File: src/hdl/dlwc_pkg.sv
`default_nettype none
package dlwc_pkg;

   localparam int NUM_SENSORS     = 8;
   localparam int SAMPLE_BITS_DEF = 10;
   localparam int TIME_W          = 32;
   localparam int COUNT_W         = 32;
   localparam int IDX_W           = $clog2(NUM_SENSORS);
   localparam int WEIGHT_W        = 17;
   localparam int FRAC_W          = 16;
   localparam int ACC_W           = 64;
   localparam int HALF_W          = 32;
   localparam int CSR_INDEX_W     = 2;
   localparam int CSR_DATA_W      = 32;

   localparam logic [WEIGHT_W-1:0] WEIGHT_ONE = 17'h1_0000;

   typedef enum logic [CSR_INDEX_W-1:0] {
      CSR_WINDOW_LENGTH   = 2'd0,
      CSR_SAMPLE_INTERVAL = 2'd1,
      CSR_BLEND_WEIGHT    = 2'd2
   } csr_index_type;

   typedef enum logic {
      CMD_START  = 1'b0,
      CMD_SAMPLE = 1'b1
   } cmd_type;

   typedef enum logic [2:0] {
      ST_IDLE,
      ST_CHECK,
      ST_READ,
      ST_USE,
      ST_DIV,
      ST_BLEND,
      ST_DONE
   } core_state_type;

   typedef enum logic [1:0] {
      BL_IDLE,
      BL_LO,
      BL_HI,
      BL_RND
   } blend_state_type;

   typedef struct packed {
      logic busy;
      logic done;
   } unit_sts_type;

endpackage
`default_nettype wire

File: src/hdl/dlwc_blend.sv
`default_nettype none
module dlwc_blend import dlwc_pkg::*; #(
   parameter int SAMPLE_BITS = SAMPLE_BITS_DEF,
   parameter int AVG_W       = COUNT_W + SAMPLE_BITS + FRAC_W
) (
   input  wire logic                   clock,
   input  wire logic                   reset,
   input  wire logic                   start,
   input  wire logic [AVG_W-1:0]       avg,
   input  wire logic [SAMPLE_BITS-1:0] base,
   input  wire logic [WEIGHT_W-1:0]    weight,
   output logic      [SAMPLE_BITS-1:0] result,
   output unit_sts_type                sts
);

   localparam int PROD_W = WEIGHT_W + HALF_W;
   localparam int TERM_W = SAMPLE_BITS + WEIGHT_W;
   localparam logic [SAMPLE_BITS-1:0] SAMPLE_MAX = {SAMPLE_BITS{1'b1}};
   localparam logic [ACC_W-1:0]       ROUND_HALF = ACC_W'(1) << (HALF_W - 1);

   blend_state_type state_ff, state_in;
   logic                   done_ff, done_in;
   logic [WEIGHT_W-1:0]    w_ff, w_in;
   logic [AVG_W-1:0]       avg_ff, avg_in;
   logic [SAMPLE_BITS-1:0] base_ff, base_in;
   logic [ACC_W-1:0]       acc_ff, acc_in;
   logic [SAMPLE_BITS-1:0] result_ff, result_in;

   logic [HALF_W-1:0] mul_b;
   logic [PROD_W-1:0] prod;
   logic [TERM_W-1:0] term;
   logic [ACC_W-1:0]  rnd;
   logic [HALF_W-1:0] rnd_hi;

   assign mul_b  = (state_ff == BL_LO) ? avg_ff[HALF_W-1:0] : HALF_W'(avg_ff[AVG_W-1:HALF_W]);
   assign prod   = PROD_W'(w_ff) * PROD_W'(mul_b);
   assign term   = TERM_W'(base_ff) * TERM_W'(WEIGHT_ONE - w_ff);
   assign rnd    = acc_ff + ROUND_HALF;
   assign rnd_hi = rnd[ACC_W-1:HALF_W];

   always_comb begin
      state_in  = state_ff;
      done_in   = 1'b0;
      w_in      = w_ff;
      avg_in    = avg_ff;
      base_in   = base_ff;
      acc_in    = acc_ff;
      result_in = result_ff;
      case (state_ff)
         BL_IDLE: begin
            if (start) begin
               w_in     = (weight > WEIGHT_ONE) ? WEIGHT_ONE : weight;
               avg_in   = avg;
               base_in  = base;
               state_in = BL_LO;
            end
         end
         BL_LO: begin
            acc_in   = (ACC_W'(term) << FRAC_W) + ACC_W'(prod);
            state_in = BL_HI;
         end
         BL_HI: begin
            acc_in   = acc_ff + (ACC_W'(prod) << HALF_W);
            state_in = BL_RND;
         end
         BL_RND: begin
            result_in = (rnd_hi > HALF_W'(SAMPLE_MAX)) ? SAMPLE_MAX : rnd_hi[SAMPLE_BITS-1:0];
            done_in   = 1'b1;
            state_in  = BL_IDLE;
         end
         default: begin
            state_in = BL_IDLE;
         end
      endcase
   end

   always_ff @(posedge clock) begin
      if (reset) begin
         state_ff <= BL_IDLE;
         done_ff  <= 1'b0;
      end else begin
         state_ff <= state_in;
         done_ff  <= done_in;
      end
   end

   always_ff @(posedge clock) begin
      w_ff      <= w_in;
      avg_ff    <= avg_in;
      base_ff   <= base_in;
      acc_ff    <= acc_in;
      result_ff <= result_in;
   end

   assign result   = result_ff;
   assign sts.busy = (state_ff != BL_IDLE);
   assign sts.done = done_ff;

endmodule
`default_nettype wire

File: config.mk
export PLATFORM = sky130hd
export DESIGN_NAME = dlwc_blend
export DESIGN_NICKNAME = d
export VERILOG_FILES = /design/src/hdl/dlwc_pkg.sv /design/src/hdl/dlwc_blend.sv
export SDC_FILE = /design/constraint.sdc
export NUM_CORES = 2
export LEC_CHECK = 0
export ABC_CLOCK_PERIOD_IN_PS = 12100
export BUFFER_PORTS_ARGS = -buffer_cell sky130_fd_sc_hd__buf_2
export CORE_MARGIN = 2
export CORE_UTILIZATION = 33
export DETAILED_ROUTE_END_ITERATION = 6
export SLEW_MARGIN = 20
export SYNTH_ARGS = -nofsm -noshare
export SYNTH_HDL_FRONTEND = slang
export SYNTH_SLANG_ARGS = --single-unit
File: constraint.sdc
create_clock -name clock -period 12.1 [get_ports clock]
set_input_delay 1.815 -clock clock [delete_from_list [all_inputs] [get_ports clock]]
set_output_delay 1.815 -clock clock [all_outputs]
set_load 0.02 [all_outputs]
# Word level (Yosys, flattened, before mapping)
# Index checks and enable logic that the tools add are counted.
# totals
romBits	0
memories	0
output_inout_bits	12
in_bits	88
elab_cells	28
ramBits	0
register_bits	162
latchBits	0
# op_classes
n_lt_le_gt_ge	2
bitwise	0
muxes	5
n_mul	2
div_mod_pow	0
n_addsub	4
reduce_logical	4
n_shift	0
eq_ne	4
# ops
operator	n
$pmux W64 S2	1
$add A64 B32 Y64 const B	1
$add A64 B64 Y64	1
$add A43 B49 Y50	1
$mul A17 B32 Y49	1
$gt A32 B10 Y1 const B	1
$mux W32	1
$mul A11 B18 Y27	1
$sub A17 B17 Y18 const A	1
$gt A17 B17 Y1 const B	1
$pmux W2 S4	1
$eq A2 B2 Y1 const B	2
$reduce_bool A2 Y1	2
$eq A2 B1 Y1 const B	1
$logic_not A2 Y1	1
$mux W2	1
$ne A2 B2 Y1 const B	1
$reduce_and A2 Y1	1
$mux W1	1

# Longest topological paths before layout
# depth
depth_word	5
depth_mapped	40
ltp_nobuf	38

# Least setup slack after synthesis
# No wires, ideal clock.
# synth_timing
path_type	flip-flop to flip-flop
from	register state_ff[1]
to	register acc_ff[46], data pin
synth_period_minus_slack_ns	9.320
setup_time_ns	0.260
t_required_ns	11.840
setup_slack_ns	2.780
n_path_buf	3
arrival_ns	9.061
stages_incl_launch_ff	40
cell_sequence	dfxtp_1 inv_1 ha_1 clkbuf_1 clkbuf_1 mux2_2 clkbuf_1 nand2_1 fa_1 inv_1 fa_1 inv_1 fa_1 inv_1 fa_1 fa_1 inv_1 fa_1 [... 4 more ...] a32oi_1 nand4_1 and2_1 a21oi_1 o21bai_1 a21oi_1 xnor2_1 ha_1 nand4_1 nor4_1 nand2_1 a311oi_4 o21ai_2 a31o_1 nor4b_4 nand2_1 xnor2_1 mux2_2
# synth_via
elab_chain_len	5
elab_cells_between_ends	7
classes_between	2 x add/sub; 1 x mul; 2 x eq/ne; 2 x mux
# synth_lines
element	line_no	source
from (decl)	dlwc_blend.sv:21	blend_state_type state_ff, state_in;
from (signal assigned)	dlwc_blend.sv:82	state_ff <= state_in;
$eq A2 B1 Y1	dlwc_blend.sv:35, dlwc_blend.sv:49	
$mux W32	dlwc_blend.sv:35	assign mul_b = (state_ff == BL_LO) ? avg_ff[HALF_W-1:0] : HALF_W'(avg_ff[AVG_W-1:HALF_W]);
$mul A17 B32 Y49	dlwc_blend.sv:36	assign prod = PROD_W'(w_ff) * PROD_W'(mul_b);
$add A64 B64 Y64 / $add A43 B49 Y50 (equally long branches)	dlwc_blend.sv:63, dlwc_blend.sv:59	
$pmux W64 S2 *	dlwc_blend.sv:49	case (state_ff)
named net acc_in[46]	dlwc_blend.sv:26	logic [ACC_W-1:0] acc_ff, acc_in;
to (signal assigned)	dlwc_blend.sv:91	acc_ff <= acc_in;
to (decl)	dlwc_blend.sv:26	
# Mark *: on every way through the listed nets, which the timed path passes. The rest lies on a longest branch.
# A chain may end at the register's enable or synchronous reset.

# Final worst setup path
# Ends and elaborated chain as after synthesis.

==> flow_metrics.env <==
export IMPL_hold_buffers=0
export IMPL_drive_gt1_share_pct=6.11
export IMPL_dr_pass1_iters=5
export IMPL_fmaxAchievable_mhz=96.6
export IMPL_ff2ff_path_depth=34
export IMPL_status="complete, no violations"
export IMPL_clockBufferDepth=2
export IMPL_drtIter0Drc=1341
export IMPL_die_width_um=312
export IMPL_cts_resized_gates=0
export IMPL_setup_viol=0
export IMPL_slew_headroom_pct=21.0
export IMPL_dpl_hpwl_mm=68.0
export IMPL_hold_viol_final=0
export IMPL_timing_hold_worst_start="state_ff[1]"
export IMPL_ant_nets=0
export IMPL_routedWlPerCell_um=18.1
export IMPL_synthesis_area_um2=31300
export IMPL_antenna_cells=0
export IMPL_yosys_top_cells_count="inv_1, fa_1, nand2_1"
export IMPL_synth_seq_cells=131
export IMPL_clock_latency_ns=0.51
export IMPL_initial_core_util_pct=33.4
export IMPL_rsz0062_at_grt="false"
export IMPL_min_period_over_period_pct=85.5
export IMPL_numCtsBuffers=17
export IMPL_vias=22928
export IMPL_synth_area_top_cells="fa_1, edfxtp_1, ha_1"
export IMPL_io_pins=100
export IMPL_grt_pass1_wl_mm=137
export IMPL_drc_errors=0
export IMPL_syn_nets=4355
export IMPL_coreArea_um2=93600
export IMPL_synth_main_ff_cell="edfxtp_1"
export IMPL_worstPathMaxFanout=30
export IMPL_cts_root_buf="clkbuf_16"
export IMPL_layout_nets=4361
export IMPL_port_buffers=99
export IMPL_antenna_found_initial=4
export IMPL_rrSetupSlack_ns=1.75
export IMPL_htree_num_levels=4
export IMPL_maxSlewViolCount=0
export IMPL_dieArea_um2=97200
export IMPL_synth_cell_types=69
export IMPL_max_slew_worst_pin_slew_ns=1.18
export IMPL_period_minus_slack_ns=10.35
export IMPL_via_per_inst=4.89
export IMPL_die_h_um=312
export IMPL_grt_max_degree=62
export IMPL_r2r_start="state_ff[1]"
export IMPL_yosysTopAreaCell="fa_1"
export IMPL_crit_path_max_incr_delay_ns=0.70
export IMPL_rr_endpoint="acc_ff[46]"
export IMPL_ys_seq_area_share_pct=12.5
export IMPL_cp_required_ns=12.35
export IMPL_end_kind="flop"
export IMPL_clock_skew_ns=0.0187
export IMPL_async_flop_share_pct=0
export IMPL_arrival_ns=10.60
export IMPL_cp_buffers_inverters=7
export IMPL_yosys_warnings=0
export IMPL_cp_start_kind="flop"
export IMPL_clk_pin_slew_ns=0.07
export IMPL_grt_ovfl_total=0
export IMPL_min_to="state_ff[1]"
export IMPL_worstHoldPathCells=2
export IMPL_setup_tns_final_ns=0
export IMPL_clock_sinks=131
export IMPL_postCtsSetupRepairBufs=0
export IMPL_hold_path_class="flop to flop"
export IMPL_cts_tree="yes"
export IMPL_yosysMostFrequentCell="inv_1"
export IMPL_syn_inst=3417
export IMPL_worstSetupPathType="flop to flop"
export IMPL_drt_wl_total_mm=85.0
export IMPL_synth_edf_count=128
export IMPL_area_delta_synth_final_pct=7.49
export IMPL_synth_top_area_share_pct=38.6
export IMPL_slowest_stage="ha_2"
export IMPL_grt_pass1_vias=24235
export IMPL_cpLargestDelayFamily="adder cells"
export IMPL_track_usage_pct=18.2
export IMPL_globalplace_congestion=0.893
export IMPL_avgSynthCellArea_um2=9.15
export IMPL_rows=112
export IMPL_maxCapViolations=0
area by class of cell:
type,instances,area (um^2)
clock inverters,15,145
inverters,702,2640
well taps,1254,1570
fillers,9706,60000
clock buffers,17,425
multi-input cells,2442,24200
flip-flops and latches,131,3900
repair buffers,129,721
sequential cells by signal (all words and copies together) (netlist names):
| register | flops |
|---|---|
| avg_ff | 58 |
| acc_ff | 33 |
| w_ff | 17 |
| base_ff | 10 |
| result | 10 |
| state_ff | 2 |
| done_ff | 1 |
kinds of logic (layout without fill, tap and decap cells):
group           after synthesis  after routing  synth area share (%)
simple gates               1078           1078                  16.8
fa+ha+maj                   850            850                  48.5
buf+inv                     844            863                  10.2
compound gates              341            341                  7.00
xor+xnor                    143            143                  4.01
flops                       131            131                  12.5
mux                          30             30                  1.07
per-layer routing:
metal	GRT usage, %	wire [um]
met5	0	0
met3	2.17	3850
met1	24.5	37700
met2	30.7	41300
met4	5.30	2210
tightest hold or removal path, delay by kind of cell, from the launching register on:
| family | cells | cell delay, ns |
|---|---|---|
| flops | 1 | 0.34 |
| simple gates | 1 | 0.07 |
| compound gates | 1 | 0.05 |
how the worst max path moves through the flow:
stage                     start    endpoint  slack [ns]  cells past startpoint
finish              state_ff[1]  acc_ff[46]        1.75                     34
global route        state_ff[1]  acc_ff[46]        0.99                     34
CTS                 state_ff[1]  acc_ff[46]        1.70                     34
detailed placement  state_ff[1]  acc_ff[46]        1.73                     34
global placement    state_ff[1]  acc_ff[46]        1.93                     34
floorplan           state_ff[1]  acc_ff[46]        2.78                     39
stage by stage:
| stage | hold WS (ns) | cells | util, % | instance area, um^2 | worst slack, ns |
|---|---|---|---|---|---|
| floorplan | 0.459 | 3417 | - | 31300 | 2.78 |
| global placement | 0.490 | 4658 | 35.3 | 33000 | 1.93 |
| detailed placement | 0.499 | 4658 | 35.3 | 33000 | 1.73 |
| CTS | 0.509 | 4690 | 35.9 | 33600 | 1.70 |
| global route | 0.549 | 4690 | 35.9 | 33600 | 0.993 |
| finish | 0.508 | 4690 | 35.9 | 33600 | 1.75 |
placed cells by master, fill, tap and decap left out, types with 4 or more instances in the layout:
| master | count |
|---|---|
| inv_1 | 702 |
| fa_1 | 603 |
| nand2_1 | 528 |
| and2_1 | 261 |
| ha_1 | 246 |
| edfxtp_1 | 128 |
| a21oi_1 | 103 |
| buf_2 | 99 |
| xnor2_1 | 97 |
| nor2_1 | 74 |
| o21ai_0 | 66 |
| a21o_1 | 54 |
| xor2_1 | 44 |
| and3_1 | 42 |
| nand3_1 | 34 |
| buf_4 | 30 |
| mux2_2 | 28 |
| nor2b_1 | 28 |
| nor3_1 | 28 |
| o21a_1 | 22 |
| nand4_1 | 18 |
| clkbuf_16 | 17 |
| nand2b_1 | 16 |
| a211oi_1 | 14 |
| a31oi_1 | 13 |
| o21bai_1 | 13 |
| o31ai_1 | 10 |
| nor4_1 | 10 |
| o211ai_1 | 9 |
| or2_2 | 8 |
| or3_1 | 6 |
| and4_1 | 5 |
| nand3b_1 | 5 |
| inv_6 | 5 |
| o211a_1 | 4 |
| a221oi_1 | 4 |
Power is not shown: default switching activity piles up to over one toggle a cycle in this logic, so the estimate is an artifact.
