--- src/hdl/dlwc_ram.sv ---
`default_nettype none
module dlwc_ram #(
   parameter int WIDTH = 8,
   parameter int DEPTH = 8,
   parameter int ADDR_W = (DEPTH > 1) ? $clog2(DEPTH) : 1
) (
   input  wire logic              clock,
   input  wire logic              wr_en,
   input  wire logic [ADDR_W-1:0] wr_addr,
   input  wire logic [WIDTH-1:0]  wr_data,
   input  wire logic [ADDR_W-1:0] rd_addr,
   output logic      [WIDTH-1:0]  rd_data
);

   logic [WIDTH-1:0] mem_ff [DEPTH];
   logic [WIDTH-1:0] rd_data_ff;

   always_ff @(posedge clock) begin
      if (wr_en) begin
         mem_ff[wr_addr] <= wr_data;
      end
      rd_data_ff <= mem_ff[rd_addr];
   end

   assign rd_data = rd_data_ff;

endmodule
`default_nettype wire

--- config.mk ---
export PLATFORM = sky130hd
export DESIGN_NAME = dlwc_ram
export DESIGN_NICKNAME = d
export VERILOG_FILES = /design/src/hdl/dlwc_ram.sv
export SDC_FILE = /design/constraint.sdc
export NUM_CORES = 1
export LEC_CHECK = 0
export ABC_CLOCK_PERIOD_IN_PS = 3340
export BUFFER_PORTS_ARGS = -buffer_cell sky130_fd_sc_hd__buf_2
export CAP_MARGIN = 30
export CORE_UTILIZATION = 47
export CTS_BUF_LIST = sky130_fd_sc_hd__clkbuf_16
export CTS_CLUSTER_DIAMETER = 80
export DETAILED_ROUTE_END_ITERATION = 8
export GPL_TIMING_DRIVEN = 0
export PLACE_DENSITY = 0.65
export REMOVE_ABC_BUFFERS = 1
export SLEW_MARGIN = 20
export SYNTH_ARGS = -nofsm -noshare
export SYNTH_HDL_FRONTEND = slang
export SYNTH_SLANG_ARGS = --single-unit
--- constraint.sdc ---
create_clock -name clock -period 3.34 [get_ports clock]
set_clock_uncertainty 0.15 [all_clocks]
set_input_delay 0.334 -clock clock [delete_from_list [all_inputs] [get_ports clock]]
set_output_delay 0.334 -clock clock [all_outputs]
set_load 0.05 [all_outputs]
# --- Yosys cells after proc, flatten, opt, wreduce, memory -nomap -nowiden ---
# Memory sizes are Yosys's and may differ from the RTL's. A register that Yosys moved wholly into a read port is not among the register bits.
# Cells that the tools add are included.
totals:
  ff_bits: 0
  latchBits: 0
  mem_bits_rw: 64
  mem_bits_ro: 0
  in_bits: 16
  output_inout_bits: 8
  elab_cells: 3
  n_memories: 1
op_classes:
  add_sub_neg: 0
  mul: 0
  div: 0
  magnitude_cmp: 0
  eq_ne: 0
  n_shift: 0
  n_mux: 2
  bitwise_logic: 0
  reduce_logical: 0
memory_table:
  columns: ["name", "words", "width", "read_ports", "rd_ports_with_merged_regs", "wr", "line", "rtl"]
  rows:
  - ["mem_ff", 8, 8, 1, 1, 1, "15", "logic [WIDTH-1:0] mem_ff [DEPTH];"]
op_table:
  columns: ["operator", "n"]
  rows:
  - ["2-to-1 mux 1 bit", 2]

# --- Longest topological paths before layout ---
# Gate-level depths: netlist (run 1).
logic_depth:
  ltp_word: 2
  mapped_depth: 4

# --- Worst setup path before layout (run 1) ---
# Ideal clock, no wire load.
synth_path:
  path_type: "input to register"
  start: "input wr_addr[2]"
  end: "memory mem_ff[0][0], enable pin"
  arrival_ns: 1.111
  t_required_ns: 2.807
  setup_slack_ns: 1.695
  path_stages: 2
  cell_sequence: "nand2b_1 -> nor3_1"
synth_lines:
  columns: ["element", "line", "rtl"]
  rows:
  - ["from (decl)", "9", "input wire logic [ADDR_W-1:0] wr_addr,"]
  - ["to (decl)", "15", null]
# Straight into the memory's write port.

==> impl_metrics.toml, run 1 <==
[run_status]
status = "finished clean"

[clock_network]
cts.htree.levels = 3
numCtsBuffers = 9
tritoncts = "built"
clkSlewWorstSetupHoldPaths_ns = 0.05
clock_sink_count = 72
postCtsSetupRepairBufs = 0
worst_skew_pair.late_latency_ns = 0.33
cts_root_buffer = "sky130_fd_sc_hd__clkbuf_16"
number_of_hold_repair_buffers_added_at_the_cts_stage = 0
cts_max_path_buffers = 2
cts-resized-gates = 0

[yosys]
synth.top_cells.by_area = "sky130_fd_sc_hd__edfxtp_1 (71%), sky130_fd_sc_hd__mux4_1 (15%), sky130_fd_sc_hd__dfxtp_1 (6.0%), sky130_fd_sc_hd__mux2_2 (3.3%), sky130_fd_sc_hd__mux4_2 (0.84%)"
netlist-cell-type-count = 14
post_synthesis_xor_xnor_area_fraction_pct = 0
synth_seq_area_share_pct = 77.4
syn_area_um2 = 2690
synth-warning-count = 0
synthesis.area_per_instance_um2 = 23.6
synth_seq_cells = 72
synth_compound_gate_area_share_pct = 0
synth.area.mux_share_pct = 18.8
synth_area_leader_cell = "sky130_fd_sc_hd__edfxtp_1"
synthDominantCellAreaShare_pct = 71.4
synth_simple_gate_area_share_pct = 2.19
main_combinational_cell_family_by_area_after_synthesis = "multiplexers"
post_synth_fa_ha_maj_area_fraction_pct = 0
post_synth_inst_count = 114

[min_path]
min-delay-start = "wr_data[2]"
min_to = "mem_ff[4][2]"
worst_hold_path_type = "in2reg"
worstHoldPathCells = 1

[power]
combinationalPowerShare_pct = 6.2
power.leakage_nw = 1.12
p_switching_uw = 433
power-per-cell-area_nw_per_um2 = 653
pwr-share-clk_pct = 44.4
peakVddDrop_mv = 0.539
power.sequential.fraction_pct = 49.4
power.switching_fraction_pct = 20.9
power_mw = 2.07
cell_internal_pwr_mw = 1.64

[floorplanning]
placement_rows = 27
io-pin-count = 24
die-height_um = 77.7
effective_utilization_at_floorplan_pct = 48.9
floorplan.die.width_um = 77.7
die_area_um2 = 6030
core_um2 = 5510

[grt]
grt_antenna_before_repair = 0
grtUsageTotal_pct = 16.7
gr-total-overflow = 0
first_global_vias = 1265
global_route_wire_length_before_repair_mm = 6.75
pin_count_of_the_biggest_net_entering_global_routing = 17

[place]
post-place-cells = 206
finalWeightedCongestion = 0.708
portBuffers = 23

[setup_path]
worst_setup_path_startpoint = "rd_addr[0]"
required_ns = 3.40
setup.reg_to_reg.worst_slack_ns = 1.89
cp_max_fo = 16
crit-reg2reg-launch = "mem_ff[1][6]"
timing.reg2reg.worst_path_depth = 2
timing_worst_setup_path_type = "in2reg"
worst_ep_arrival_time_ns = 1.67
cp_capture_type = "flip-flop"
critPathLaunchType = "input pin"
r2r_end = "rd_data[6]"

[timing]
setup_viol = 0
timing_max_transition_violations_final = 0
relative_slew_margins_pct = 37.9
period_share_pct = 48.3
maxClockFrequency_mhz = 620
layout_min_cycle_time_ns = 1.61
slew_at_the_pin_with_the_worst_max_slew_slack_ns = 0.929
final_hold_viol_count = 0
setup_total_negative_slack_ns = 0
rsz0062_at_grt = "no"

[routing]
post-route-drc-count = 0
route.detailed.wl_per_inst_um = 19.7
drtPass1Iterations = 3
detailedRoute.firstIterationViolations = 83
wirelength_mm = 4.37
post_drt_via_cell_ratio = 5.30
drt.antenna.violating_nets = 0
num_vias = 1176

[cells_and_area]
syn2layout_area_growth_pct = 18.0
drive_above_1_share_pct = 34.0
finalNonFillerCells = 222
final_net_count = 161
antennaDiodeCount = 0

[flow_run]
maxCapViolations = 0
## worst max-delay path: stages
cell	delay (ns)
sky130_fd_sc_hd__buf_2	0.41
sky130_fd_sc_hd__mux4_1	0.64
sky130_fd_sc_hd__mux2_2	0.29
## synth_stat cells, drive strengths merged
master and count:
nand2 2, buf 4, nor2 6, dfxtp 8
nand2b 3, mux4 16, nor3 2, edfxtp 64
mux2 8, clkbuf 1
## layout make-up
class | instances | area (µm²)
fill | 425 | 2330
sequential | 72 | 2080
multi-input combinational | 37 | 576
clock buffer | 9 | 225
timing repair buffer | 25 | 130
tap | 72 | 90.1
clock inverter | 7 | 72.6
## how the worst max path moves through the flow
stage / to / slack, ns
finish: rd_data[6] / 1.73
global route: rd_data[6] / 1.65
CTS: rd_data[6] / 1.72
detailed placement: rd_data[6] / 1.37
global placement: mem_ff[0][7] / 1.01
floorplan: mem_ff[0][0] / 1.70
## routing by layer
layer | share of wire [%] | global-route usage [%] | up-vias
met2 | 52 | 27.4 | 26
met1 | 41 | 18.5 | 591
met5 | 0 | 0 | -
li1 | - | - | 546
met4 | 2.8 | 8.30 | 0
met3 | 3.7 | 7.18 | 13
## power groups by stage
stage,Clock (mW),Combinational [mW],Sequential (mW)
after floorplan,0,0.0432,1.08
after global placement,0,0.126,1.04
after detailed placement,0,0.131,1.04
after CTS,0.937,0.131,1.03
after global routing,0.977,0.138,1.03
final,0.921,0.129,1.02
## stage by stage
stage	utilization, %	hold WS [ns]	cell area (µm²)	worst slack [ns]
finish	57.7	0.122	3180	1.73
global route	57.7	0.112	3180	1.65
CTS	57.7	0.110	3180	1.72
detailed placement	52.3	0.452	2880	1.37
global placement	51.8	0.440	2850	1.01
floorplan	-	0.283	2650	1.70
## sequential cells by signal, indices dropped and copies added, names as in the netlist
register,flops
mem_ff,64
rd_data,8
## cell usage in the layout, fill, tap and decap left out
cell and n:
sky130_fd_sc_hd__mux2_2 8, sky130_fd_sc_hd__buf_2 23, sky130_fd_sc_hd__bufinv_16 1, sky130_fd_sc_hd__nand2b_1 3, sky130_fd_sc_hd__clkbuf_16 9, sky130_fd_sc_hd__inv_6 1
sky130_fd_sc_hd__nor3_2 2, sky130_fd_sc_hd__nor2_1 6, sky130_fd_sc_hd__edfxtp_1 64, sky130_fd_sc_hd__inv_1 1, sky130_fd_sc_hd__dfxtp_1 8, sky130_fd_sc_hd__clkinvlp_4 1
sky130_fd_sc_hd__nand2_1 2, sky130_fd_sc_hd__mux4_2 1, sky130_fd_sc_hd__clkinv_2 1, sky130_fd_sc_hd__mux4_1 15, sky130_fd_sc_hd__clkinv_4 2, sky130_fd_sc_hd__buf_4 2
## logic make-up (layout without fill, tap and decap cells)
family                 count (synthesis)  count (layout)
DFF                                   72              72
muxes                                 24              24
and+or+nand+nor                       13              13
buffers and inverters                  5              41
(Power assumes the default switching activity.)
==> run 2, diff against run 1 <==
--- a/config.mk
+++ b/config.mk
@@ -5,7 +5,7 @@
 export SDC_FILE = /design/constraint.sdc
 export NUM_CORES = 1
 export LEC_CHECK = 0
-export ABC_CLOCK_PERIOD_IN_PS = 3340
+export ABC_CLOCK_PERIOD_IN_PS = 1300
 export BUFFER_PORTS_ARGS = -buffer_cell sky130_fd_sc_hd__buf_2
 export CAP_MARGIN = 30
 export CORE_UTILIZATION = 47
@@ -13,7 +13,7 @@
 export CTS_CLUSTER_DIAMETER = 80
 export DETAILED_ROUTE_END_ITERATION = 8
 export GPL_TIMING_DRIVEN = 0
-export PLACE_DENSITY = 0.65
+export PLACE_DENSITY = 0.68
 export REMOVE_ABC_BUFFERS = 1
 export SLEW_MARGIN = 20
 export SYNTH_ARGS = -nofsm -noshare
==> constraint.sdc (replaced) <==
create_clock -name clock -period 1.3 [get_ports clock]
set_clock_uncertainty 0.15 [all_clocks]
set_input_delay 0.13 -clock clock [delete_from_list [all_inputs] [get_ports clock]]
set_output_delay 0.13 -clock clock [all_outputs]
set_load 0.05 [all_outputs]
==> impl_metrics.toml, run 2 (synthesis gave the netlist of run 1 again) <==
[timing]
period_share_pct = 108
final_hold_viol_count = 0
final.hold.worst_slack_ns = 0.0881
rsz0062_at_grt = "yes"
maxClockFrequency_mhz = 710
final_critical_path_setup_slack_ns = -0.108
layout_min_cycle_time_ns = 1.41
slew_at_the_pin_with_the_worst_max_slew_slack_ns = 0.805
setup_viol = 8
timing_max_transition_violations_final = 0
relative_slew_margins_pct = 46.1

[clock_network]
clkSlewWorstSetupHoldPaths_ns = 0.05
cts_max_path_buffers = 2
cts.htree.levels = 3
postCtsSetupRepairBufs = 0
numCtsBuffers = 9
cts_root_buffer = "sky130_fd_sc_hd__clkbuf_16"
clock_sink_count = 72
tritoncts = "built"
worst_skew_pair.late_latency_ns = 0.32

[setup_path]
worst_setup_path_startpoint = "mem_ff[4][5]"
worst_ep_arrival_time_ns = 1.47
cp_capture_type = "flip-flop"
critPathLaunchType = "flip-flop"
crit_end = "rd_data[5]"
setup.reg_to_reg.worst_slack_ns = -0.11
required_ns = 1.36
r2r_end = "rd_data[5]"
cp_max_fo = 1
timing.reg2reg.worst_path_depth = 2
timing_worst_setup_path_type = "reg2reg"
crit-reg2reg-launch = "mem_ff[4][5]"

[routing]
post_drt_via_cell_ratio = 5.18
drt.antenna.violating_nets = 0
drtPass1Iterations = 4
post-route-drc-count = 0
num_vias = 1182
detailedRoute.firstIterationViolations = 122
route.detailed.wl_per_inst_um = 19.1
wirelength_mm = 4.35

[run_status]
violations = "negative setup slack"
status = "complete, but fails checks"

[flow_run]
maxCapViolations = 0

[cells_and_area]
mostFrequentLayoutCells = "sky130_fd_sc_hd__edfxtp_1 (64), sky130_fd_sc_hd__buf_2 (22), sky130_fd_sc_hd__mux4_2 (16)"
drive_above_1_share_pct = 44.2
max_flop_register = "mem_ff"
fillCellCount = 405
syn2layout_area_growth_pct = 18.2
largest_register_ffs = 64
utilization_pct = 57.8
multi_input_area_um2 = 548
finish.instance_area_um2 = 3180
antennaDiodeCount = 0
mostFrequentLayoutCell = "sky130_fd_sc_hd__edfxtp_1"
final_net_count = 167
area.sequential_um2 = 2080

[min_path]
min-delay-start = "wr_addr[0]"
worst_hold_path_type = "in2reg"

[grt]
pin_count_of_the_biggest_net_entering_global_routing = 17
grtUsageTotal_pct = 16.5
grt_antenna_before_repair = 0
global_route_wire_length_before_repair_mm = 6.72
gr-total-overflow = 0
first_global_vias = 1223

[place]
finalWeightedCongestion = 0.638
detailed_place.area_um2 = 2860
pre_cts_ws_ns = -0.428
post-dp-hpwl_mm = 2.53
portBuffers = 23

[floorplanning]
core_um2 = 5510
placement_rows = 27
floorplan.die.width_um = 77.7
die-height_um = 77.7
die_area_um2 = 6030
io-pin-count = 24
effective_utilization_at_floorplan_pct = 48.9

[power]
peakVddDrop_mv = 0.848
power-per-cell-area_nw_per_um2 = 1610
power.leakage_nw = 1.07
power_mw = 5.13
## run 2: cell count changes in the layout (fill, tap and decap cells not counted), moves of 6 or more
cell,change
sky130_fd_sc_hd__nor2_2,+6
sky130_fd_sc_hd__mux4_1,-15
sky130_fd_sc_hd__mux4_2,+15
sky130_fd_sc_hd__dlygate4sd3_1,+8
sky130_fd_sc_hd__nor2_1,-6
## run 2: critical path, stage by stage (launching register included)
cell	delay, ns
sky130_fd_sc_hd__edfxtp_1	0.41
sky130_fd_sc_hd__mux4_2	0.47
sky130_fd_sc_hd__mux2_2	0.26
## run 2: metal layers
layer | track usage [%] | part of all wire, % | vias to the layer above
met5 | 0 | 0 | -
met4 | 7.36 | 0.67 | 0
met3 | 6.71 | 5.6 | 4
met2 | 24.4 | 49 | 36
met1 | 21.4 | 45 | 601
li1 | - | - | 541
## run 2: stage by stage
| stage | instances | setup TNS, ns |
|---|---|---|
| 5_1_grt | 228 | -0.740 |
| 6_report | 228 | -0.532 |
| 2_1_floorplan | 109 | -1.79 |
| 3_3_place_gp | 204 | -29.87 |
| 4_1_cts | 228 | -0.575 |
| 3_5_place_dp | 204 | -25.79 |
## run 2: timing repair
action / in CTS / in global routing
hold endpoints to repair: 64 / 0
endpoints found under the setup margin: 48 / 8
hold buffers: 8 / 0
gates resized for setup: 24 / 1
## run 2: final cells by class
cell class | count | share of cell area, %
timing repair buffer | 31 | 6.21
sequential | 72 | 65.4
tap | 72 | 2.83
clock buffer | 9 | 7.08
clock inverter | 7 | 1.22
multi-input combinational | 37 | 17.2
## run 2: report_power, final
| part | total [mW] | internal, mW | switching [mW] |
|---|---|---|---|
| combinational | 0.367 | 0.145 | 0.222 |
| clock | 2.13 | 1.27 | 0.863 |
| sequential | 2.64 | 2.62 | 0.0214 |
| total | 5.13 | 4.03 | 1.11 |
## run 2: worst min-delay path by stage
stage	endpoint	depth (start not counted)
6_report	mem_ff[0][3]	2
5_1_grt	mem_ff[0][3]	2
4_1_cts	mem_ff[0][3]	2
3_5_place_dp	mem_ff[5][0]	1
3_3_place_gp	mem_ff[1][4]	1
2_1_floorplan	mem_ff[0][0]	0
