`src/hdl/dlwc_pkg.sv`:
```
`default_nettype none
package dlwc_pkg;

   localparam int NUM_SENSORS     = 8;
   localparam int SAMPLE_BITS_DEF = 10;
   localparam int TIME_W          = 32;
   localparam int COUNT_W         = 32;
   localparam int IDX_W           = $clog2(NUM_SENSORS);
   localparam int WEIGHT_W        = 17;
   localparam int FRAC_W          = 16;
   localparam int ACC_W           = 64;
   localparam int HALF_W          = 32;
   localparam int CSR_INDEX_W     = 2;
   localparam int CSR_DATA_W      = 32;

   localparam logic [WEIGHT_W-1:0] WEIGHT_ONE = 17'h1_0000;

   typedef enum logic [CSR_INDEX_W-1:0] {
      CSR_WINDOW_LENGTH   = 2'd0,
      CSR_SAMPLE_INTERVAL = 2'd1,
      CSR_BLEND_WEIGHT    = 2'd2
   } csr_index_type;

   typedef enum logic {
      CMD_START  = 1'b0,
      CMD_SAMPLE = 1'b1
   } cmd_type;

   typedef enum logic [2:0] {
      ST_IDLE,
      ST_CHECK,
      ST_READ,
      ST_USE,
      ST_DIV,
      ST_BLEND,
      ST_DONE
   } core_state_type;

   typedef enum logic [1:0] {
      BL_IDLE,
      BL_LO,
      BL_HI,
      BL_RND
   } blend_state_type;

   typedef struct packed {
      logic busy;
      logic done;
   } unit_sts_type;

endpackage
`default_nettype wire

```
`src/hdl/dlwc_div.sv`:
```
`default_nettype none
module dlwc_div import dlwc_pkg::*; #(
   parameter int DIVIDEND_W = 58,
   parameter int DIVISOR_W  = 32
) (
   input  wire logic                  clock,
   input  wire logic                  reset,
   input  wire logic                  start,
   input  wire logic [DIVIDEND_W-1:0] dividend,
   input  wire logic [DIVISOR_W-1:0]  divisor,
   output logic      [DIVIDEND_W-1:0] quotient,
   output unit_sts_type               sts
);

   localparam int CNT_W = $clog2(DIVIDEND_W + 1);

   logic                  busy_ff, busy_in;
   logic                  done_ff, done_in;
   logic [CNT_W-1:0]      cnt_ff, cnt_in;
   logic [DIVIDEND_W-1:0] work_ff, work_in;
   logic [DIVISOR_W-1:0]  rem_ff, rem_in;
   logic [DIVISOR_W-1:0]  dvs_ff, dvs_in;

   logic [DIVISOR_W:0]    rem_sh;
   logic [DIVISOR_W:0]    diff;
   logic                  ge;

   assign rem_sh = {rem_ff, work_ff[DIVIDEND_W-1]};
   assign ge     = rem_sh >= {1'b0, dvs_ff};
   assign diff   = rem_sh - {1'b0, dvs_ff};

   always_comb begin
      busy_in = busy_ff;
      done_in = 1'b0;
      cnt_in  = cnt_ff;
      work_in = work_ff;
      rem_in  = rem_ff;
      dvs_in  = dvs_ff;
      if (start) begin
         busy_in = 1'b1;
         cnt_in  = CNT_W'(DIVIDEND_W);
         work_in = dividend;
         rem_in  = '0;
         dvs_in  = divisor;
      end else if (busy_ff) begin
         work_in = {work_ff[DIVIDEND_W-2:0], ge};
         rem_in  = ge ? diff[DIVISOR_W-1:0] : rem_sh[DIVISOR_W-1:0];
         cnt_in  = cnt_ff - CNT_W'(1);
         if (cnt_ff == CNT_W'(1)) begin
            busy_in = 1'b0;
            done_in = 1'b1;
         end
      end
   end

   always_ff @(posedge clock) begin
      if (reset) begin
         busy_ff <= 1'b0;
         done_ff <= 1'b0;
      end else begin
         busy_ff <= busy_in;
         done_ff <= done_in;
      end
   end

   always_ff @(posedge clock) begin
      cnt_ff  <= cnt_in;
      work_ff <= work_in;
      rem_ff  <= rem_in;
      dvs_ff  <= dvs_in;
   end

   assign quotient = work_ff;
   assign sts.busy = busy_ff;
   assign sts.done = done_ff;

endmodule
`default_nettype wire

```
`config.mk`:
```
export PLATFORM = sky130hd
export DESIGN_NAME = dlwc_div
export DESIGN_NICKNAME = d
export VERILOG_FILES = /design/src/hdl/dlwc_pkg.sv /design/src/hdl/dlwc_div.sv
export SDC_FILE = /design/constraint.sdc
export NUM_CORES = 1
export LEC_CHECK = 0
export BUFFER_PORTS_ARGS = -buffer_cell sky130_fd_sc_hd__buf_2
export CAP_MARGIN = 0
export CORE_ASPECT_RATIO = 2
export CORE_MARGIN = 5
export CORE_UTILIZATION = 40
export DETAILED_ROUTE_END_ITERATION = 8
export MAX_ROUTING_LAYER = met4
export SYNTH_ARGS = -nofsm -noshare
export SYNTH_HDL_FRONTEND = slang
export SYNTH_SLANG_ARGS = --single-unit
```
`constraint.sdc`:
```
create_clock -name clock -period 3 [get_ports clock]
set_clock_uncertainty 0.1 [all_clocks]
set_input_delay 0.9 -clock clock [delete_from_list [all_inputs] [get_ports clock]]
set_output_delay 0.9 -clock clock [all_outputs]
set_load 0.02 [all_outputs]
```
# == Yosys cells after proc, flatten, opt, wreduce, memory -nomap -nowiden ==
# Index checks and enable logic that the tools add are counted.
# word_totals
register_bits,130
inputBits,93
out_inout_bits,60
elab_cells,20
# op_classes
n_addsub,2
n_lt_le_gt_ge,1
eq_ne,1
mux,7
bitwise_logic,1
reduce_logical,2
# ops
op,n
$mux 58,2
$ge 33x32->1,1
$mux 32,1
$sub 32x32->32,1
$eq 6x1->1 const B,1
$sub 6x1->6 const B,1
$mux 1,4
$reduce_or 3->1,1
$reduce_bool 2->1,1
$not 1->1,1

# == Logic depth before layout (Yosys ltp) ==
# Gate-level depths: netlist of run 1.
# logic_depth
depth_word,4
depth_mapped,13
mapped_depth_nobuf,12

# == Least setup slack after synthesis of run 1 ==
# Ideal clock, no wire load.
# synth_path
path_type,reg-to-reg
from,"register work_ff[57], in the netlist quotient[57]"
to,register rem_ff[16]
setup_ps,86
arrival_time_ps,2770
required_ps,2814
slack_ps,45
stages_incl_launch_ff,13
n_path_buf,0
period_less_slack_ps,2955
cell_sequence,edfxtp_1 inv_1 ha_1 fa_1 nor2b_1 o31a_1 o311a_1 or2_2 o21a_1 o41ai_1 xnor2_1 mux2i_1 a211oi_1
# synth_via
elab_chain_cells,2
word_cells_on_any_way,3
classes_between,1 x add/sub; 1 x order compare; 1 x mux
# synth_rtl
item,line,source
from (decl),dlwc_div.sv:20,"logic [DIVIDEND_W-1:0] work_ff, work_in;"
from (signal assigned),dlwc_div.sv:68,work_ff <= work_in;
$sub 32x32->32 / $ge 33x32->1 (equally long branches),"dlwc_div.sv:30, dlwc_div.sv:29",
$mux 32 *,dlwc_div.sv:47,rem_in = ge ? diff[DIVISOR_W-1:0] : rem_sh[DIVISOR_W-1:0];
to (signal assigned),dlwc_div.sv:69,rem_ff <= rem_in;
to (decl),dlwc_div.sv:21,"logic [DIVISOR_W-1:0] rem_ff, rem_in;"
# Mark *: on every way between the ends. The rest lies on a longest branch, timed or not.
# A chain may end at the register's enable or synchronous reset.

# == Worst setup path in the final report of run 1 ==
# layout_path
from,register dvs_ff[15]
to,register rem_ff[29]
# layout_via
elab_chain_cells,2
word_cells_on_any_way,3
classes_between,1 x add/sub; 1 x order compare; 1 x mux
# layout_rtl
item,line,source
from (decl),dlwc_div.sv:22,"logic [DIVISOR_W-1:0] dvs_ff, dvs_in;"
from (signal assigned),dlwc_div.sv:70,dvs_ff <= dvs_in;
$sub 32x32->32 / $ge 33x32->1 (equally long branches),"dlwc_div.sv:30, dlwc_div.sv:29",
$mux 32 *,dlwc_div.sv:47,
# Marked as above.

==> flow_metrics.py, run 1 <==
metrics = {
    "timing": {
        "setup_tns_ns": -0.0137,
        "finalSetupViolCount": 1,
        "worst_pin_slew_ns": 0.546,
        "finalHoldViolations": 0,
        "finalCritPeriodShare_pct": 100,
        "fin_ws_ns": -0.0137,
        "fin_crit_ns": 3.01,
        "slew_headroom_pct": 63.2,
        "max_freq_mhz": 332,
        "drv_slew": 0,
        "grt_setup_unrepaired": "yes",
    },
    "synthesis": {
        "synth_top_area_share_pct": 38.9,
        "syn_nets": 740,
        "syn_inst": 612,
        "synth_cell_type_count": 63,
        "async_flop_share_pct": 0,
        "synth.area.top_cells": "edfxtp_1 39%, dfxtp_1 12%, mux2_2 9.2%, ha_1 6.1%, mux2i_1 3.3%",
        "synth_warnings": 0,
        "syn_area_mm2": 0.00694,
        "synth-edff-count": 90,
        "synth_area_per_cell_um2": 11.3,
        "yosysSeqAreaShare_pct": 50.5,
        "ys.flop_type": "edfxtp_1",
        "synth_area_leader_cell": "edfxtp_1",
        "ys_ff_latch": 130,
    },
    "critical_path": {
        "crit_start": "dvs_ff[15]",
        "reg2reg_depth": 10,
        "setup.worst_path.end": "rem_ff[29]",
        "cp-start-kind": "flip-flop",
        "required_ns": 3.25,
        "path_class": "reg2reg",
        "rrSetupSlack_ns": -0.01,
        "rr_startpoint": "dvs_ff[15]",
        "endpoint_kind": "flip-flop",
        "r2r_end": "rem_ff[29]",
        "crit_chain": "inv_1, ha_1, o21ai_0, a32oi_2, and3_4, a2111oi_4, nor2_2, a221o_1, or4_1, o21ai_1",
        "worstPathMaxFanout": 5,
        "cp_slowest_cell": "or4_1",
        "slowest_delay_ns": 0.52,
        "arrival_ns": 3.27,
    },
    "die": {
        "die-height_um": 196,
        "start_util_pct": 40.4,
        "io_pins": 153,
        "num_rows": 68,
        "core_mm2": 0.0172,
        "die_area_mm2": 0.0202,
        "die_x_um": 103,
    },
    "cells_and_area": {
        "final_net_count": 928,
        "drive_above_1_share_pct": 41.1,
        "diodes": 0,
        "final_area_mm2": 0.00903,
        "area_growth_pct": 30.0,
    },
    "clocking": {
        "clock-sinks": 130,
        "cts_root_buffer": "clkbuf_16",
        "clk_pin_slew_ns": 0.06,
        "cts_buffers": 17,
        "clock_latency_ns": 0.42,
        "cts_buffer_depth": 2,
        "ctsHoldBuffers": 0,
        "cts_tree": "done",
        "cts_max_level": 4,
    },
    "routing": {
        "ant_nets": 0,
        "drtIter0Drc": 275,
        "first_pass_iters": 5,
        "drc_errors": 0,
        "routed_wl_mm": 18.4,
        "drt-wirelength-per-cell_um": 18.0,
        "viasPerCell": 5.36,
        "num_vias": 5484,
    },
    "placement": {
        "gp_congestion": 0.901,
        "dp.final_hpwl_mm": 13.6,
        "postPlaceCellArea_mm2": 0.00811,
        "port_buffers": 152,
    },
    "run_status": {
        "status": "finished, violations left",
        "violations": "negative setup slack",
    },
    "worst_hold_path": {
        "hold_path_class": "reg2reg",
    },
    "pwr": {
        "pwr_density_cell_mw_per_mm2": 625,
        "ir_drop_mv": 0.407,
        "p_leak_uw": 0.00386,
    },
    "global_routing": {
        "grt_antenna_before_repair": 0,
        "gr-usage-all-layers_pct": 19.1,
        "grt_max_degree": 39,
        "grt_pass1_vias": 5922,
        "grt_pass1_wl_mm": 29.2,
        "gr-total-overflow": 0,
    },
    "run": {
        "maxCapViolCount": 0,
    },
}
[final cells by class]
class	count	area, um2
fill	1549	8160
sequential	130	3500
multi-input combinational	410	3380
timing repair buffer	194	1130
clock buffer	18	429
tap	210	263
inverter	47	176
clock inverter	14	145
[cell usage in the layout (no fill, tap or decap), types with 5 or more instances in the layout]
master,n
a211oi_1,24
a21o_1,5
a21oi_1,37
a21oi_2,7
buf_2,151
buf_4,37
clkbuf_16,17
clkinv_2,5
dfxtp_1,39
edfxtp_1,90
ha_1,27
ha_4,6
inv_1,42
inv_2,5
mux2_2,57
mux2i_1,23
nand2_1,23
nand2b_1,10
nor2_1,43
nor3_1,9
o21a_1,5
o21ai_0,14
or2_2,6
or3_1,5
xnor2_1,20
xor2_1,9
[sequential cells by signal, indices dropped and copies added, names as in the netlist]
name / count
done_ff: 1
cnt_ff: 6
quotient: 58
busy_ff: 1
dvs_ff: 32
rem_ff: 32
[worst min path at each step]
stage	from	to	cells past startpoint
final	rem_ff[1]	rem_ff[1]	2
after global routing	rem_ff[8]	rem_ff[8]	2
after CTS	rem_ff[1]	rem_ff[1]	2
after detailed placement	rem_ff[1]	rem_ff[1]	2
after global placement	cnt_ff[0]	cnt_ff[0]	2
after floorplan	rem_ff[17]	rem_ff[17]	2
[Yosys cell counts (2+ instances only)]
library cell / count
a21oi_1: 42
or3_1: 5
a21oi_2: 2
a211oi_1: 25
or2_2: 7
a311oi_1: 3
xnor2_1: 20
nand2_1: 23
xor2_1: 9
o21bai_1: 3
nand4_1: 4
nor2_1: 44
o31ai_1: 3
inv_1: 47
clkbuf_1: 20
nor2_2: 2
mux2i_1: 23
nor2b_1: 6
ha_1: 34
buf_4: 4
a21o_1: 5
o21ai_0: 17
a31oi_1: 4
o21ai_1: 2
and3_1: 4
a31o_2: 3
dfxtp_1: 40
nand3_1: 4
nor4_1: 2
o211ai_1: 2
a211o_1: 2
nand2b_1: 10
mux2_2: 57
edfxtp_1: 90
o311ai_0: 2
nor3_1: 10
o21a_1: 6
[power by group]
| group | internal, uW | switching (uW) |
|---|---|---|
| Clock | 1280 | 772 |
| Combinational | 628 | 744 |
| Sequential | 2110 | 97.4 |
[through the flow]
stage	setup WS [ns]	utilization, %	total power [uW]	std cells	hold slack (ns)
finish	-0.0137	52.5	5640	1023	0.401
global route	-0.135	52.5	5910	1023	0.423
CTS	-0.0511	51.1	5620	1018	0.396
detailed placement	-0.0869	47.2	3500	978	0.387
global placement	-0.0570	47.2	3470	978	0.375
floorplan	0.0448	-	3070	612	0.364
[repair_timing]
item,in CTS,in global routing
endpoints found under the setup margin,4,28
resized for setup,9,42
pin swaps,7,25
setup buffers,8,5
[worst max-delay path: cells and delay by family (launching register included)]
kind                     cells  cell delay (ns)
adder cells (fa/ha/maj)      1             0.28
buffers and inverters        1             0.09
AO/OA/AOI/OAI                5             1.28
flip-flops                   1             0.36
AND/OR/NAND/NOR              3             0.84
[kinds of logic after synthesis]
group	after synthesis	synth area share, %
AOI/OAI and AO/OA	137	13.6
xor gates and xnor gates	29	3.66
adders and majority gates	35	6.42
buffers and inverters	72	4.13
DFF	130	50.5
muxes	80	12.6
and+or+nand+nor	129	9.19
[routing by layer]
| metal | share of wire, % | track usage [%] | vias to the layer above |
|---|---|---|---|
| met1 | 35 | 19.0 | 2642 |
| li1 | - | - | 2633 |
| met4 | 2.7 | 8.21 | 0 |
| met2 | 58 | 34.9 | 171 |
| met5 | 0 | - | - |
| met3 | 4.6 | 3.91 | 38 |
Note: power is estimated with default switching activity, not from simulation.
==> run 2: changes to the inputs <==
--- a/config.mk
+++ b/config.mk
@@ -5,6 +5,7 @@
 export SDC_FILE = /design/constraint.sdc
 export NUM_CORES = 1
 export LEC_CHECK = 0
+export ABC_AREA = 1
 export BUFFER_PORTS_ARGS = -buffer_cell sky130_fd_sc_hd__buf_2
 export CAP_MARGIN = 0
 export CORE_ASPECT_RATIO = 2
@@ -12,6 +13,7 @@
 export CORE_UTILIZATION = 40
 export DETAILED_ROUTE_END_ITERATION = 8
 export MAX_ROUTING_LAYER = met4
+export PLACE_DENSITY = 0.66
 export SYNTH_ARGS = -nofsm -noshare
 export SYNTH_HDL_FRONTEND = slang
 export SYNTH_SLANG_ARGS = --single-unit
==> flow_metrics.py, run 2 <==
metrics = {
    "routing": {
        "viasPerCell": 4.81,
        "drtIter0Drc": 322,
        "routed_wl_mm": 23.4,
        "ant_nets": 0,
        "drc_errors": 0,
        "first_pass_iters": 7,
        "drt-wirelength-per-cell_um": 15.3,
        "num_vias": 7366,
    },
    "timing": {
        "worst_pin_slew_ns": 0.551,
        "max_freq_mhz": 383,
        "fin_ws_ns": 0.391,
        "slew_headroom_pct": 63.3,
        "finalHoldViolations": 0,
        "setup_tns_ns": 0,
        "finalSetupViolCount": 0,
        "grt_setup_unrepaired": "no",
        "finalCritPeriodShare_pct": 87.0,
        "drv_slew": 0,
        "fin_crit_ns": 2.61,
        "hold_ws_ns": 0.372,
    },
    "critical_path": {
        "rr_startpoint": "dvs_ff[8]",
        "cp-start-kind": "flip-flop",
        "endpoint_kind": "flip-flop",
        "slowest_delay_ns": 0.39,
        "crit_start": "dvs_ff[8]",
        "rrSetupSlack_ns": 0.39,
        "r2r_end": "rem_ff[0]",
        "crit_chain": "inv_1, ha_1, nand2_1, nand2_1, inv_1, nand2_1, inv_1, nand3_2, nand2_1, nand2_2, nand2_4, buf_4, nand3_1, nand3_1, o21ai_0",
        "required_ns": 3.19,
        "crit_path_frequent_cell": "nand2_1",
        "setup.worst_path.end": "rem_ff[0]",
        "arrival_ns": 2.80,
        "cp_slowest_cell": "buf_4",
        "reg2reg_depth": 15,
        "worstPathMaxFanout": 33,
        "path_class": "reg2reg",
    },
    "clocking": {
        "cts_resized": 0,
        "cts_buffer_depth": 2,
        "cts_root_buffer": "clkbuf_16",
        "cts_tree": "done",
        "clk_pin_slew_ns": 0.06,
        "cts_buffers": 17,
        "ctsHoldBuffers": 0,
        "clock-sinks": 130,
        "postCtsSetupBuffers": 0,
        "clock_latency_ns": 0.43,
        "cts_max_level": 4,
    },
    "global_routing": {
        "grt_pass1_wl_mm": 36.8,
        "grt_pass1_vias": 7473,
        "grtUsageMet3_pct": 4.43,
        "grtUsageMet1_pct": 20.9,
        "use_met2_pct": 39.1,
        "grt_max_degree": 53,
        "gr-usage-all-layers_pct": 21.8,
        "gr-total-overflow": 0,
        "grt-busiest-layer": "met2",
        "grt_antenna_before_repair": 0,
    },
    "synthesis": {
        "synth_area_per_cell_um2": 7.21,
        "syn_area_mm2": 0.00796,
        "synth_cell_type_count": 37,
        "synth_top_family_by_area": "simple AND/OR/NAND/NOR gates",
        "synthTopCellsByCount": "487 x nand2_1, 181 x inv_1, 90 x edfxtp_1",
        "synth-edff-count": 90,
        "ys_ff_latch": 130,
        "yosysSeqAreaShare_pct": 44.0,
        "synth_top_area_share_pct": 34.0,
        "synth_xor_area_share_pct": 1.54,
        "synth_warnings": 0,
        "async_flop_share_pct": 0,
        "synth.most_common_cell": "nand2_1",
        "synth.area.top_cells": "edfxtp_1 34%, nand2_1 23%, dfxtp_1 10%, inv_1 8.5%, ha_1 5.3%",
        "syn_inst": 1103,
        "syn_nets": 1231,
        "muxShareOfSynthArea_pct": 0,
        "synth-compound-area-share_pct": 3.36,
        "ys.flop_type": "edfxtp_1",
        "synth-simple-area-share_pct": 34.7,
        "synth_area_leader_cell": "edfxtp_1",
        "synthAdderAreaFrac_pct": 5.60,
    },
    "die": {
        "start_util_pct": 40.3,
        "core_mm2": 0.0197,
        "die_x_um": 110,
        "die-height_um": 209,
        "io_pins": 153,
        "num_rows": 73,
        "die_area_mm2": 0.0230,
    },
    "run": {
        "maxCapViolCount": 0,
    },
    "cells_and_area": {
        "diodes": 0,
        "layout_commonest_cell": "nand2_1",
        "final_util_pct": 49.1,
        "layout_common_cells": "487 x nand2_1, 180 x inv_1, 151 x buf_2",
        "nFillCells": 2083,
        "largest_reg_flops": 58,
        "area_growth_pct": 21.8,
        "drive_above_1_share_pct": 17.6,
        "final_net_count": 1384,
    },
    "placement": {
        "dp.final_hpwl_mm": 18.1,
        "gp_congestion": 1.02,
        "port_buffers": 152,
        "dpl_worst_slack_ns": 0.390,
    },
    "pwr": {
        "total_power_uw": 5210,
        "ir_drop_mv": 0.372,
        "p_leak_uw": 0.00520,
        "pwr_density_cell_mw_per_mm2": 538,
    },
    "run_status": {
        "status": "finished, final reports clean",
    },
    "worst_hold_path": {
        "hold_path_class": "reg2reg",
    },
}
==> run 2: changes by cell type after synthesis, sizes merged, moves of 8 or more <==
cell    before  now
buf          5   14
mux2i       23    0
mux2        57    0
nand2       23  494
xor2         9    1
nand2b      10    0
a211oi      26    0
a21oi       44   24
inv         47  184
or2          8    0
nand3b       0   13
nand3        4   84
==> run 2: through the flow <==
stage | area [um2] | cells
global placement | 9020 | 1499
global route | 9690 | 1531
floorplan | 7960 | 1103
detailed placement | 9020 | 1499
finish | 9690 | 1531
CTS | 9690 | 1531
==> run 2: worst max-delay path: cells and delay by family, from the launching register on <==
kind | cells | cell delay, ns
simple gates | 9 | 0.97
buf+inv | 4 | 0.62
flops | 1 | 0.35
fa+ha+maj | 1 | 0.32
compound gates | 1 | 0.10
==> run 2: where the power goes <==
group          internal [uW]  total (uW)  switching (uW)
Sequential              2070        2130            58.8
Combinational            221         660             439
Clock                   1570        2420             853
Total                   3860        5210            1350
==> run 2: area by class of cell <==
type                            count  area [um2]  share of cell area, %
Timing Repair Buffer              164         891                   9.19
Clock buffer                       17         425                   4.39
Multi-Input combinational cell    759        3600                   37.2
Clock inverter                     15         251                   2.59
Tap cell                          262         328                   3.38
Sequential cell                   130        3500                   36.1
Inverter                          184         691                   7.13
==> run 2: kinds of logic after synthesis <==
group	count (synthesis)
adders and majority gates	35
buffers and inverters	214
AOI/OAI and AO/OA	49
and+or+nand+nor	661
xor gates and xnor gates	14
DFF	130
==> run 2: how the worst min path moves through the flow <==
stage | depth (start not counted) | startpoint | end
6_report | 2 | rem_ff[18] | rem_ff[18]
5_1_grt | 2 | rem_ff[18] | rem_ff[18]
4_1_cts | 2 | rem_ff[18] | rem_ff[18]
3_5_place_dp | 2 | rem_ff[18] | rem_ff[18]
3_3_place_gp | 2 | rem_ff[20] | rem_ff[20]
2_1_floorplan | 1 | cnt_ff[2] | cnt_ff[2]
==> run 2: per-layer routing <==
| metal | share of wire [%] | vias to the layer above |
|---|---|---|
| met5 | 0 | - |
| met3 | 4.8 | 75 |
| li1 | - | 3732 |
| met1 | 35 | 3310 |
| met4 | 5.6 | 0 |
| met2 | 55 | 249 |
